### src/hupg_pkg.sv
`default_nettype none

package hupg_pkg;

  typedef struct packed {
    logic [7:0] data_byte;
    logic       first_byte;
    logic       end_of_chunk;
  } in_word_t;

  typedef struct packed {
    logic [1:0] kind;
    logic [7:0] payload_byte;
  } out_word_t;

  localparam logic [1:0] KIND_HEADER     = 2'd0;
  localparam logic [1:0] KIND_PAYLOAD    = 2'd1;
  localparam logic [1:0] KIND_REJECTED   = 2'd2;
  localparam logic [1:0] KIND_INCOMPLETE = 2'd3;

  localparam logic [7:0] CH_CR  = 8'h0d;
  localparam logic [7:0] CH_LF  = 8'h0a;
  localparam logic [7:0] CH_SP  = 8'h20;
  localparam logic [7:0] CH_TAB = 8'h09;

  localparam int unsigned MethodLen = 3;
  localparam int unsigned NameLen   = 8;
  localparam int unsigned ValueLen  = 9;

  localparam logic [7:0] METHOD_TEXT [MethodLen] = '{8'h47, 8'h45, 8'h54};
  localparam logic [7:0] NAME_TEXT [NameLen] =
    '{8'h55, 8'h70, 8'h67, 8'h72, 8'h61, 8'h64, 8'h65, 8'h3a};
  localparam logic [7:0] VALUE_TEXT [ValueLen] =
    '{8'h77, 8'h65, 8'h62, 8'h73, 8'h6f, 8'h63, 8'h6b, 8'h65, 8'h74};

  // ascii upper case to lower case, other bytes unchanged
  function automatic logic [7:0] fold_case(input logic [7:0] c);
    logic [7:0] r;
    r = c;
    if (c >= 8'h41 && c <= 8'h5a) begin
      r = c + 8'd32;
    end
    return r;
  endfunction

endpackage

`default_nettype wire

### src/http_upgrade_header_check_strip.sv
// path: a taken word waits in the input register until the output register
//   can take its result word; an output stall holds it there
// throughput: one word per cycle unless the output stalls; combinational match
// reset: asynchronous, active low; clears the valid flags of both pipeline
//   registers and the header parse state, and sets check_q to 1
`default_nettype none

module http_upgrade_header_check_strip (
  input  wire logic               clk_i,
  input  wire logic               rst_ni,
  input  wire logic               in_valid_i,
  output logic                    in_stall_o,
  input  wire hupg_pkg::in_word_t in_word_i,
  output logic                    out_valid_o,
  input  wire logic               out_stall_i,
  output hupg_pkg::out_word_t     out_word_o,
  input  wire logic               cfg_we_i,
  input  wire logic               cfg_wdata_i
);

  typedef enum logic [6:0] {
    PH_METHOD   = 7'b0000001,
    PH_SKIP     = 7'b0000010,
    PH_NAME     = 7'b0000100,
    PH_BLANKS   = 7'b0001000,
    PH_VALUE    = 7'b0010000,
    PH_PAYLOAD  = 7'b0100000,
    PH_REJECTED = 7'b1000000
  } phase_e;

  logic                check_q;
  logic                in_valid_q;
  hupg_pkg::in_word_t  in_word_q;
  logic                out_valid_q;
  hupg_pkg::out_word_t out_word_q;
  hupg_pkg::out_word_t res;
  logic                advance;

  phase_e     phase_q, phase_d;
  logic [3:0] match_q, match_d;
  logic [1:0] term_q, term_d;
  logic       found_q, found_d;
  logic [3:0] vlen_q, vlen_d;

  assign advance     = in_valid_q && (!out_valid_q || !out_stall_i);
  assign in_stall_o  = in_valid_q && !advance;
  assign out_valid_o = out_valid_q;
  assign out_word_o  = out_word_q;

  always_comb begin
    logic [7:0] b;
    phase_e     ph;
    logic [3:0] mp;
    logic [1:0] tc;
    logic       fnd;
    logic [3:0] vl;
    logic       prev_cr;
    logic       line_end;
    logic       done;
    logic       ok;
    logic       blank;

    b       = in_word_q.data_byte;
    ph      = in_word_q.first_byte ? PH_METHOD : phase_q;
    mp      = in_word_q.first_byte ? 4'd0 : match_q;
    tc      = in_word_q.first_byte ? 2'd0 : term_q;
    fnd     = in_word_q.first_byte ? 1'b0 : found_q;
    vl      = in_word_q.first_byte ? 4'd0 : vlen_q;
    prev_cr = tc[0];
    line_end = prev_cr && (b == hupg_pkg::CH_LF);
    blank   = (b == hupg_pkg::CH_SP) || (b == hupg_pkg::CH_TAB);
    done    = 1'b0;
    ok      = 1'b1;
    res.kind         = hupg_pkg::KIND_HEADER;
    res.payload_byte = 8'd0;

    phase_d = ph;
    match_d = mp;
    term_d  = tc;
    found_d = fnd;
    vlen_d  = vl;

    if (ph == PH_PAYLOAD) begin
      res.kind         = hupg_pkg::KIND_PAYLOAD;
      res.payload_byte = b;
    end else if (ph != PH_METHOD && ph != PH_SKIP && ph != PH_NAME &&
                 ph != PH_BLANKS && ph != PH_VALUE) begin
      res.kind = hupg_pkg::KIND_REJECTED;
    end else begin
      // terminator tracking, crlf crlf
      if (b == hupg_pkg::CH_CR) begin
        term_d = (tc == 2'd2) ? 2'd3 : 2'd1;
      end else if (b == hupg_pkg::CH_LF) begin
        if (tc == 2'd1) begin
          term_d = 2'd2;
        end else begin
          done   = (tc == 2'd3);
          term_d = 2'd0;
        end
      end else begin
        term_d = 2'd0;
      end

      if (check_q && !done) begin
        unique case (ph)
          PH_METHOD: begin
            if (mp < 4'(hupg_pkg::MethodLen) &&
                hupg_pkg::fold_case(b) ==
                hupg_pkg::fold_case(hupg_pkg::METHOD_TEXT[mp[1:0]])) begin
              match_d = mp + 4'd1;
              if (mp == 4'(hupg_pkg::MethodLen - 1)) begin
                phase_d = PH_SKIP;
                match_d = 4'd0;
              end
            end else begin
              ok = 1'b0;
            end
          end
          PH_SKIP: begin
            if (line_end && !fnd) begin
              phase_d = PH_NAME;
              match_d = 4'd0;
            end
          end
          PH_NAME: begin
            if (mp < 4'(hupg_pkg::NameLen) &&
                hupg_pkg::fold_case(b) ==
                hupg_pkg::fold_case(hupg_pkg::NAME_TEXT[mp[2:0]])) begin
              match_d = mp + 4'd1;
              if (mp == 4'(hupg_pkg::NameLen - 1)) begin
                phase_d = PH_BLANKS;
              end
            end else begin
              phase_d = PH_SKIP;
              match_d = 4'd0;
            end
          end
          PH_BLANKS: begin
            if (prev_cr) begin
              if (line_end && mp == 4'(hupg_pkg::NameLen)) begin
                phase_d = PH_NAME;
                match_d = 4'd0;
              end else begin
                ok = 1'b0;
              end
            end else if (blank) begin
              match_d = 4'(hupg_pkg::NameLen + 1);
            end else if (b == hupg_pkg::CH_CR) begin
              ok = 1'b1;
            end else if (b == hupg_pkg::VALUE_TEXT[0]) begin
              phase_d = PH_VALUE;
              vlen_d  = 4'd1;
            end else begin
              ok = 1'b0;
            end
          end
          PH_VALUE: begin
            if (prev_cr) begin
              if (line_end) begin
                found_d = 1'b1;
                phase_d = PH_SKIP;
                match_d = 4'd0;
              end else begin
                ok = 1'b0;
              end
            end else if (b == hupg_pkg::CH_CR) begin
              ok = 1'b1;
            end else if (vl < 4'(hupg_pkg::ValueLen) &&
                         b == hupg_pkg::VALUE_TEXT[vl]) begin
              vlen_d = vl + 4'd1;
            end else begin
              ok = 1'b0;
            end
          end
          default: begin
            ok = 1'b0;
          end
        endcase
      end

      if (done) begin
        if (check_q && !fnd) begin
          phase_d  = PH_REJECTED;
          res.kind = hupg_pkg::KIND_REJECTED;
        end else begin
          phase_d = PH_PAYLOAD;
        end
      end else if (!ok) begin
        phase_d  = PH_REJECTED;
        res.kind = hupg_pkg::KIND_REJECTED;
      end else if (in_word_q.end_of_chunk) begin
        res.kind = hupg_pkg::KIND_INCOMPLETE;
      end
    end
  end

  always_ff @(posedge clk_i or negedge rst_ni) begin
    if (!rst_ni) begin
      check_q <= 1'b1;
    end else if (cfg_we_i) begin
      check_q <= cfg_wdata_i;
    end
  end

  // input register
  always_ff @(posedge clk_i or negedge rst_ni) begin
    if (!rst_ni) begin
      in_valid_q <= 1'b0;
    end else if (in_valid_i && !in_stall_o) begin
      in_valid_q <= 1'b1;
    end else if (advance) begin
      in_valid_q <= 1'b0;
    end
  end

  always_ff @(posedge clk_i) begin
    if (in_valid_i && !in_stall_o) begin
      in_word_q <= in_word_i;
    end
  end

  // parse state, updated as each word moves to the output register
  always_ff @(posedge clk_i or negedge rst_ni) begin
    if (!rst_ni) begin
      phase_q <= PH_METHOD;
      match_q <= 4'd0;
      term_q  <= 2'd0;
      found_q <= 1'b0;
      vlen_q  <= 4'd0;
    end else if (advance) begin
      phase_q <= phase_d;
      match_q <= match_d;
      term_q  <= term_d;
      found_q <= found_d;
      vlen_q  <= vlen_d;
    end
  end

  // result register
  always_ff @(posedge clk_i or negedge rst_ni) begin
    if (!rst_ni) begin
      out_valid_q <= 1'b0;
    end else if (advance) begin
      out_valid_q <= 1'b1;
    end else if (!out_stall_i) begin
      out_valid_q <= 1'b0;
    end
  end

  always_ff @(posedge clk_i) begin
    if (advance) begin
      out_word_q <= res;
    end
  end

endmodule

`default_nettype wire
### config.mk
export PLATFORM = sky130hd
export DESIGN_NAME = http_upgrade_header_check_strip
export DESIGN_NICKNAME = d
export VERILOG_FILES = /design/src/hupg_pkg.sv /design/src/http_upgrade_header_check_strip.sv
export SDC_FILE = /design/constraint.sdc
export NUM_CORES = 1
export LEC_CHECK = 0
export BUFFER_PORTS_ARGS = -buffer_cell sky130_fd_sc_hd__clkbuf_2
export CAP_MARGIN = 20
export CORE_MARGIN = 5
export CORE_UTILIZATION = 60
export DETAILED_ROUTE_END_ITERATION = 10
export PLACE_DENSITY = 0.87
export SLEW_MARGIN = 20
export SYNTH_ARGS = -nofsm -noshare
export SYNTH_HDL_FRONTEND = slang
export SYNTH_SLANG_ARGS = --single-unit
### constraint.sdc
create_clock -name clk_i -period 5.1 [get_ports clk_i]
set_clock_uncertainty 0.1 [all_clocks]
set_input_delay 0.765 -clock clk_i [delete_from_list [all_inputs] [get_ports clk_i]]
set_output_delay 0.765 -clock clk_i [all_outputs]
set_load 0.01 [all_outputs]
==> impl_metrics.tcl, run 1 <==
set metrics [dict create \
    outcome "finished clean" \
    ys.flop_type "edfxtp_1" \
    cts_max_path_buffers 2 \
    final_nets 384 \
    synth_edf_count 20 \
    holdCritPathClass "input pin to async pin" \
    reg2reg_depth 10 \
    num_rows 25 \
    p_per_area_nw_per_um2 278 \
    synthCells 348 \
    grt_use_total_pct 26.9 \
    routedWlPerCell_um 19.1 \
    design.portCount 28 \
    grt_max_degree 33 \
    die-area_um2 6570 \
    setup_tns_ns 0 \
    h-tree-depth 2 \
    required_ns 5.19 \
    arrival_ns 3.54 \
    crit_fanout 6 \
    cts_resized 0 \
    die_width_um 81.1 \
    syn_area_um2 3030 \
    cts.sinks 41 \
    synth_cell_type_count 70 \
    clock_latency_ns 0.29 \
    yosysSeqAreaShare_pct 37.2 \
    drcViolationCount 0 \
    power_mw 0.914 \
    maxCapViolCount 0 \
    grt_pass1_vias 2676 \
    path_clk_slew_ns 0.08 \
    drt-initial-drc-count 481 \
    dp_cells 422 \
    vdd_drop_max_mv 0.195 \
    ant_nets 0 \
    core_um2 4820 \
    die_h_um 81.1 \
    yosys_warnings 0 \
    vias_per_cell 7.03 \
    ctsHoldBuffers 0 \
    finalNonFillerCells 430 \
    finalHoldViolCount 0 \
    slew_viol_final 0 \
    regToRegStartpoint "in_word_q[1]$_DFFE_PP_" \
    overflow 0 \
    slew_headroom_pct 26.3 \
    cp-start-kind "flop" \
    hold_ws_ns 0.330 \
    layout-drive-gt1-share_pct 14.0 \
    layout_commonest_cell "nand2_1" \
    layout_common_cells "nand2_1 (33), clkbuf_2 (27), nor2_1 (23), o21ai_0 (20), edfxtp_1 (20)" \
    async_flop_share_pct 51.2 \
    totalWireLength_um 8210 \
    antenna_found_initial 0 \
    hpwlAfterDp_um 5930 \
    p_leak_nw 1.25 \
    syn_nets 370 \
    dr.pass1.iters 5 \
    antennaDiodeCount 0 \
    max_freq_mhz 289 \
    start_util_pct 62.9 \
    rrSetupSlack_ns 1.64 \
    gp_congestion 1.04 \
    critPathCaptureType "flop" \
    worst_pin_slew_ns 1.10 \
    timing.rr.end "vlen_q[1]$_DFFE_PN0P_" \
    clock-root-buffer "clkbuf_8" \
    cts_setup_buffers 0 \
    cts_inserted_buffers 5 \
    cts_tree "done" \
    avgSynthCellArea_um2 8.71 \
    ys_ff_latch 41 \
    rsz0062_at_grt "no" \
    setup_viol 0 \
    io_buffers 27 \
    grt_pass1_wl_um 13600 \
    finalCritPeriodShare_pct 67.8 \
    area_growth_pct 8.58 \
    path_class "flop to flop" \
    finalCriticalPeriod_ns 3.46 \
    vias 3025 \
]
[state kept, by name (all words and copies together) (netlist names)]
signal	flops
found_q	1
out_valid_o	1
check_q	1
phase_q	7
out_word_o	10
vlen_q	4
term_q	2
in_word_q	10
in_valid_q	1
match_q	4
[layer usage]
| metal | wire length [µm] | GRT usage, % | share of wire [%] | vias up |
|---|---|---|---|---|
| met5 | 0 | 0 | 0 | - |
| met4 | 318 | 9.80 | 3.9 | 0 |
| met3 | 876 | 6.65 | 11 | 38 |
| met2 | 3690 | 40.4 | 45 | 229 |
| met1 | 3330 | 37.7 | 41 | 1395 |
| li1 | - | - | - | 1363 |
[how the worst max path moves through the flow]
stage	from	to	cells past startpoint
2_1_floorplan	in_word_q[1]$_DFFE_PP_	vlen_q[1]$_DFFE_PN0P_	15
5_1_grt	in_word_q[1]$_DFFE_PP_	vlen_q[1]$_DFFE_PN0P_	10
6_report	in_word_q[1]$_DFFE_PP_	vlen_q[1]$_DFFE_PN0P_	10
4_1_cts	in_word_q[1]$_DFFE_PP_	vlen_q[1]$_DFFE_PN0P_	10
3_3_place_gp	in_word_q[1]$_DFFE_PP_	vlen_q[1]$_DFFE_PN0P_	10
3_5_place_dp	in_word_q[1]$_DFFE_PP_	vlen_q[1]$_DFFE_PN0P_	10
[where the power goes]
group,switching (mW),leakage (nW),internal (mW)
clock network,0.109,0.0528,0.144
logic,0.148,0.727,0.0786
registers,0.0514,0.470,0.382
[critical path, stage by stage, from the launching register on]
cell,delay [ns]
edfxtp_1,0.46
nor2b_1,0.38
inv_1,0.12
ha_1,0.34
inv_1,0.07
a211o_1,0.26
a311o_1,0.35
or3_1,0.42
a32oi_2,0.24
or3b_1,0.36
a22o_1,0.24
[cell type report]
type,count,area (µm²)
Inverter,15,56.3
Timing Repair Buffer,29,150
Sequential cell,41,1130
Fill cell,388,1530
Clock buffer,6,72.6
Tap cell,67,83.8
Multi-Input combinational cell,270,1770
Clock inverter,2,33.8
[logic make-up after synthesis]
kind of cell | synth area share [%]
adder cells (fa/ha/maj) | 2.48
buffers and inverters | 4.91
AO/OA/AOI/OAI | 22.4
multiplexers | 1.07
flip-flops | 37.2
XOR/XNOR | 1.73
AND/OR/NAND/NOR | 30.2
[stage by stage]
stage | instance area [µm²] | setup slack [ns] | util (%)
global placement | 3170 | 1.86 | 65.9
floorplan | 3030 | 1.24 | -
detailed placement | 3170 | 1.72 | 65.9
global route | 3290 | 1.48 | 68.3
CTS | 3280 | 1.68 | 68.1
finish | 3290 | 1.64 | 68.3
[Yosys cell counts, types with 4 or more instances]
library cell | instances | area, µm²
inv_1 | 15 | 56.3
nor2_1 | 23 | 86.3
a32oi_1 | 4 | 35.0
edfxtp_1 | 20 | 601
nand4_1 | 7 | 43.8
and2_1 | 11 | 68.8
clkbuf_1 | 18 | 67.6
nor3_1 | 13 | 65.1
o31ai_1 | 7 | 52.6
nand3_1 | 14 | 70.1
or3_1 | 4 | 25.0
dfrtp_1 | 19 | 475
xor2_1 | 4 | 35.0
nor3b_1 | 8 | 60.1
o22ai_1 | 4 | 25.0
ha_1 | 6 | 75.1
or4_1 | 4 | 30.0
a211o_1 | 5 | 43.8
nor4_1 | 4 | 25.0
o21ai_0 | 20 | 100
a21oi_1 | 9 | 45.0
nor2b_1 | 9 | 56.3
nand2_1 | 33 | 124
nor4b_1 | 4 | 35.0
nand2b_1 | 10 | 62.6
(Power assumes the default switching activity.)
==> run 2: changes to the inputs <==
--- a/config.mk
+++ b/config.mk
@@ -8,9 +8,9 @@
 export BUFFER_PORTS_ARGS = -buffer_cell sky130_fd_sc_hd__clkbuf_2
 export CAP_MARGIN = 20
 export CORE_MARGIN = 5
-export CORE_UTILIZATION = 60
+export CORE_UTILIZATION = 54
 export DETAILED_ROUTE_END_ITERATION = 10
-export PLACE_DENSITY = 0.87
+export PLACE_DENSITY = 0.83
 export SLEW_MARGIN = 20
 export SYNTH_ARGS = -nofsm -noshare
 export SYNTH_HDL_FRONTEND = slang
==> constraint.sdc (replaced) <==
create_clock -name clk_i -period 3 [get_ports clk_i]
set_clock_uncertainty 0.1 [all_clocks]
set_input_delay 0.45 -clock clk_i [delete_from_list [all_inputs] [get_ports clk_i]]
set_output_delay 0.45 -clock clk_i [all_outputs]
set_load 0.01 [all_outputs]
==> impl_metrics.tcl, run 2 (synthesis gave the netlist of run 1 again) <==
set metrics [dict create \
    outcome "finished, violations left" \
    violations "negative setup slack" \
    cts_inserted_buffers 5 \
    setup_viol 2 \
    fillers 453 \
    final_area_um2 3730 \
    p_leak_nw 1.49 \
    critPathTopFamily "simple AND/OR/NAND/NOR gates" \
    core_um2 5470 \
    p_switching_mw 0.544 \
    ant_nets 0 \
    grt_use_total_pct 25.9 \
    clock_latency_ns 0.29 \
    cts_tree "done" \
    vdd_drop_max_mv 0.303 \
    io_buffers 27 \
    final_nets 432 \
    max_freq_mhz 328 \
    cts.sinks 41 \
    gp_congestion 0.968 \
    antennaDiodeCount 0 \
    cp_slowest_cell "edfxtp_1" \
    die_h_um 84.9 \
    dr.pass1.iters 8 \
    start_util_pct 55.4 \
    maxCapViolCount 0 \
    num_rows 27 \
    cp-startpoint "in_word_q[1]$_DFFE_PP_" \
    required_ns 3.08 \
    cpPeakStageDelay_ns 0.47 \
    finalCriticalPeriod_ns 3.05 \
    crit_fanout 4 \
    path_clk_slew_ns 0.08 \
    layout_common_cells "buf_4 (49), nand2_1 (32), clkbuf_2 (27), nor2_1 (23), edfxtp_1 (20)" \
    finalHoldViolCount 0 \
    drt-initial-drc-count 439 \
    slew_viol_final 0 \
    hpwlAfterDp_um 6840 \
    swShare_pct 35.0 \
    finalNonFillerCells 483 \
    antenna_found_initial 0 \
    critPathCaptureType "flop" \
    grt_pass1_vias 3032 \
    die_width_um 84.9 \
    placed_area_um2 3510 \
    path_class "flop to flop" \
    h-tree-depth 2 \
    grt_pass1_wl_um 15100 \
    routedWlPerCell_um 19.3 \
    cp-start-kind "flop" \
    arrival_ns 3.13 \
    cp_cell_sequence "nor2b_4 -> inv_2 -> ha_4 -> or3b_1 -> a211o_1 -> a311o_1 -> or3_4 -> a32oi_2 -> or3b_1 -> a22o_1" \
    layout_commonest_cell "buf_4" \
    dp_cells 468 \
    vias_per_cell 6.66 \
    totalWireLength_um 9300 \
    die-area_um2 7210 \
    holdCritPathClass "input pin to async pin" \
    seqPwrFrac_pct 46.8 \
    power_mw 1.56 \
    pwr-share-comb_pct 30.6 \
    register_area_um2 1130 \
    ctsHoldBuffers 0 \
    layout_setup_ws_ns -0.0463 \
    slew_headroom_pct 54.3 \
    regToRegStartpoint "in_word_q[1]$_DFFE_PP_" \
    grt_max_degree 22 \
    design.portCount 28 \
    worst_pin_slew_ns 0.677 \
    area_growth_pct 22.9 \
    postLayoutCoreUtil_pct 68.1 \
    critPathMostFrequentCell "or3b_1" \
    finalCritPeriodShare_pct 102 \
    p_int_mw 1.01 \
    multi_input_area_um2 1860 \
    overflow 0 \
    rsz0062_at_grt "yes" \
    crit_buf_inv 1 \
    p_per_area_nw_per_um2 417 \
    drcViolationCount 0 \
    clock-root-buffer "clkbuf_8" \
    clockPowerShare_pct 22.6 \
    vias 3218 \
    cts_max_path_buffers 2 \
    layout-drive-gt1-share_pct 27.5 \
]
-- run 2: stage by stage --
stage	setup TNS, ns	setup WS [ns]	hold WS [ns]
global placement	0	0.0208	0.353
detailed placement	-0.412	-0.118	0.376
CTS	-0.0289	-0.0289	0.0576
finish	-0.0575	-0.0463	0.0180
floorplan	-1.07	-0.346	0.0544
global route	-1.11	-0.156	0.0607
-- run 2: layout make-up --
class,instances,area share (%)
Multi-Input combinational cell,270,49.8
Clock inverter,1,0.101
Sequential cell,41,30.3
Clock buffer,7,2.05
Tap cell,72,2.42
Timing Repair Buffer,77,13.8
Inverter,15,1.51
-- run 2: power groups by stage --
stage	clock network (mW)	registers, mW	logic, mW
after floorplan	0	0.703	0.291
after global placement	0	0.732	0.444
after detailed placement	0	0.734	0.451
after CTS	0.360	0.723	0.460
after global routing	0.390	0.735	0.522
final	0.352	0.728	0.475
-- run 2: worst paths after layout --
path                                           endpoint  slack, ns  depth (start not counted)
worst max register to register    vlen_q[1]$_DFFE_PN0P_      -0.05                         10
worst min register to register  out_valid_o$_DFFE_PN0P_       0.41                          1
max in group asynchronous           check_q$_DFFE_PN1P_       2.41                          1
min in group clk_i               in_word_q[1]$_DFFE_PP_       0.23                          1
worst min-delay path             match_q[3]$_DFFE_PN0P_       0.02                          1
worst max-delay path              vlen_q[1]$_DFFE_PN0P_      -0.05                         10
-- run 2: layer usage --
metal  vias to the layer above  GRT usage (%)  share of wire, %
met3                        30           3.98               8.1
li1                       1450              -                 -
met2                       216           43.3                49
met1                      1522           35.1                40
met4                         0           7.05               2.5
met5                         -              0                 0
-- run 2: timing repair --
item	4_1_cts	5_1_grt
buffers inserted	6	1
gates cloned	0	0
setup endpoints to repair	8	16
pin swaps	3	9
resized for setup	5	13
-- run 2: worst register-to-register path, delay by kind of cell (launching register included) --
family | cells | cell delay, ns
AND/OR/NAND/NOR | 4 | 1.17
adder cells (fa/ha/maj) | 1 | 0.12
flip-flops | 1 | 0.47
AO/OA/AOI/OAI | 4 | 0.99
buffers and inverters | 1 | 0.08
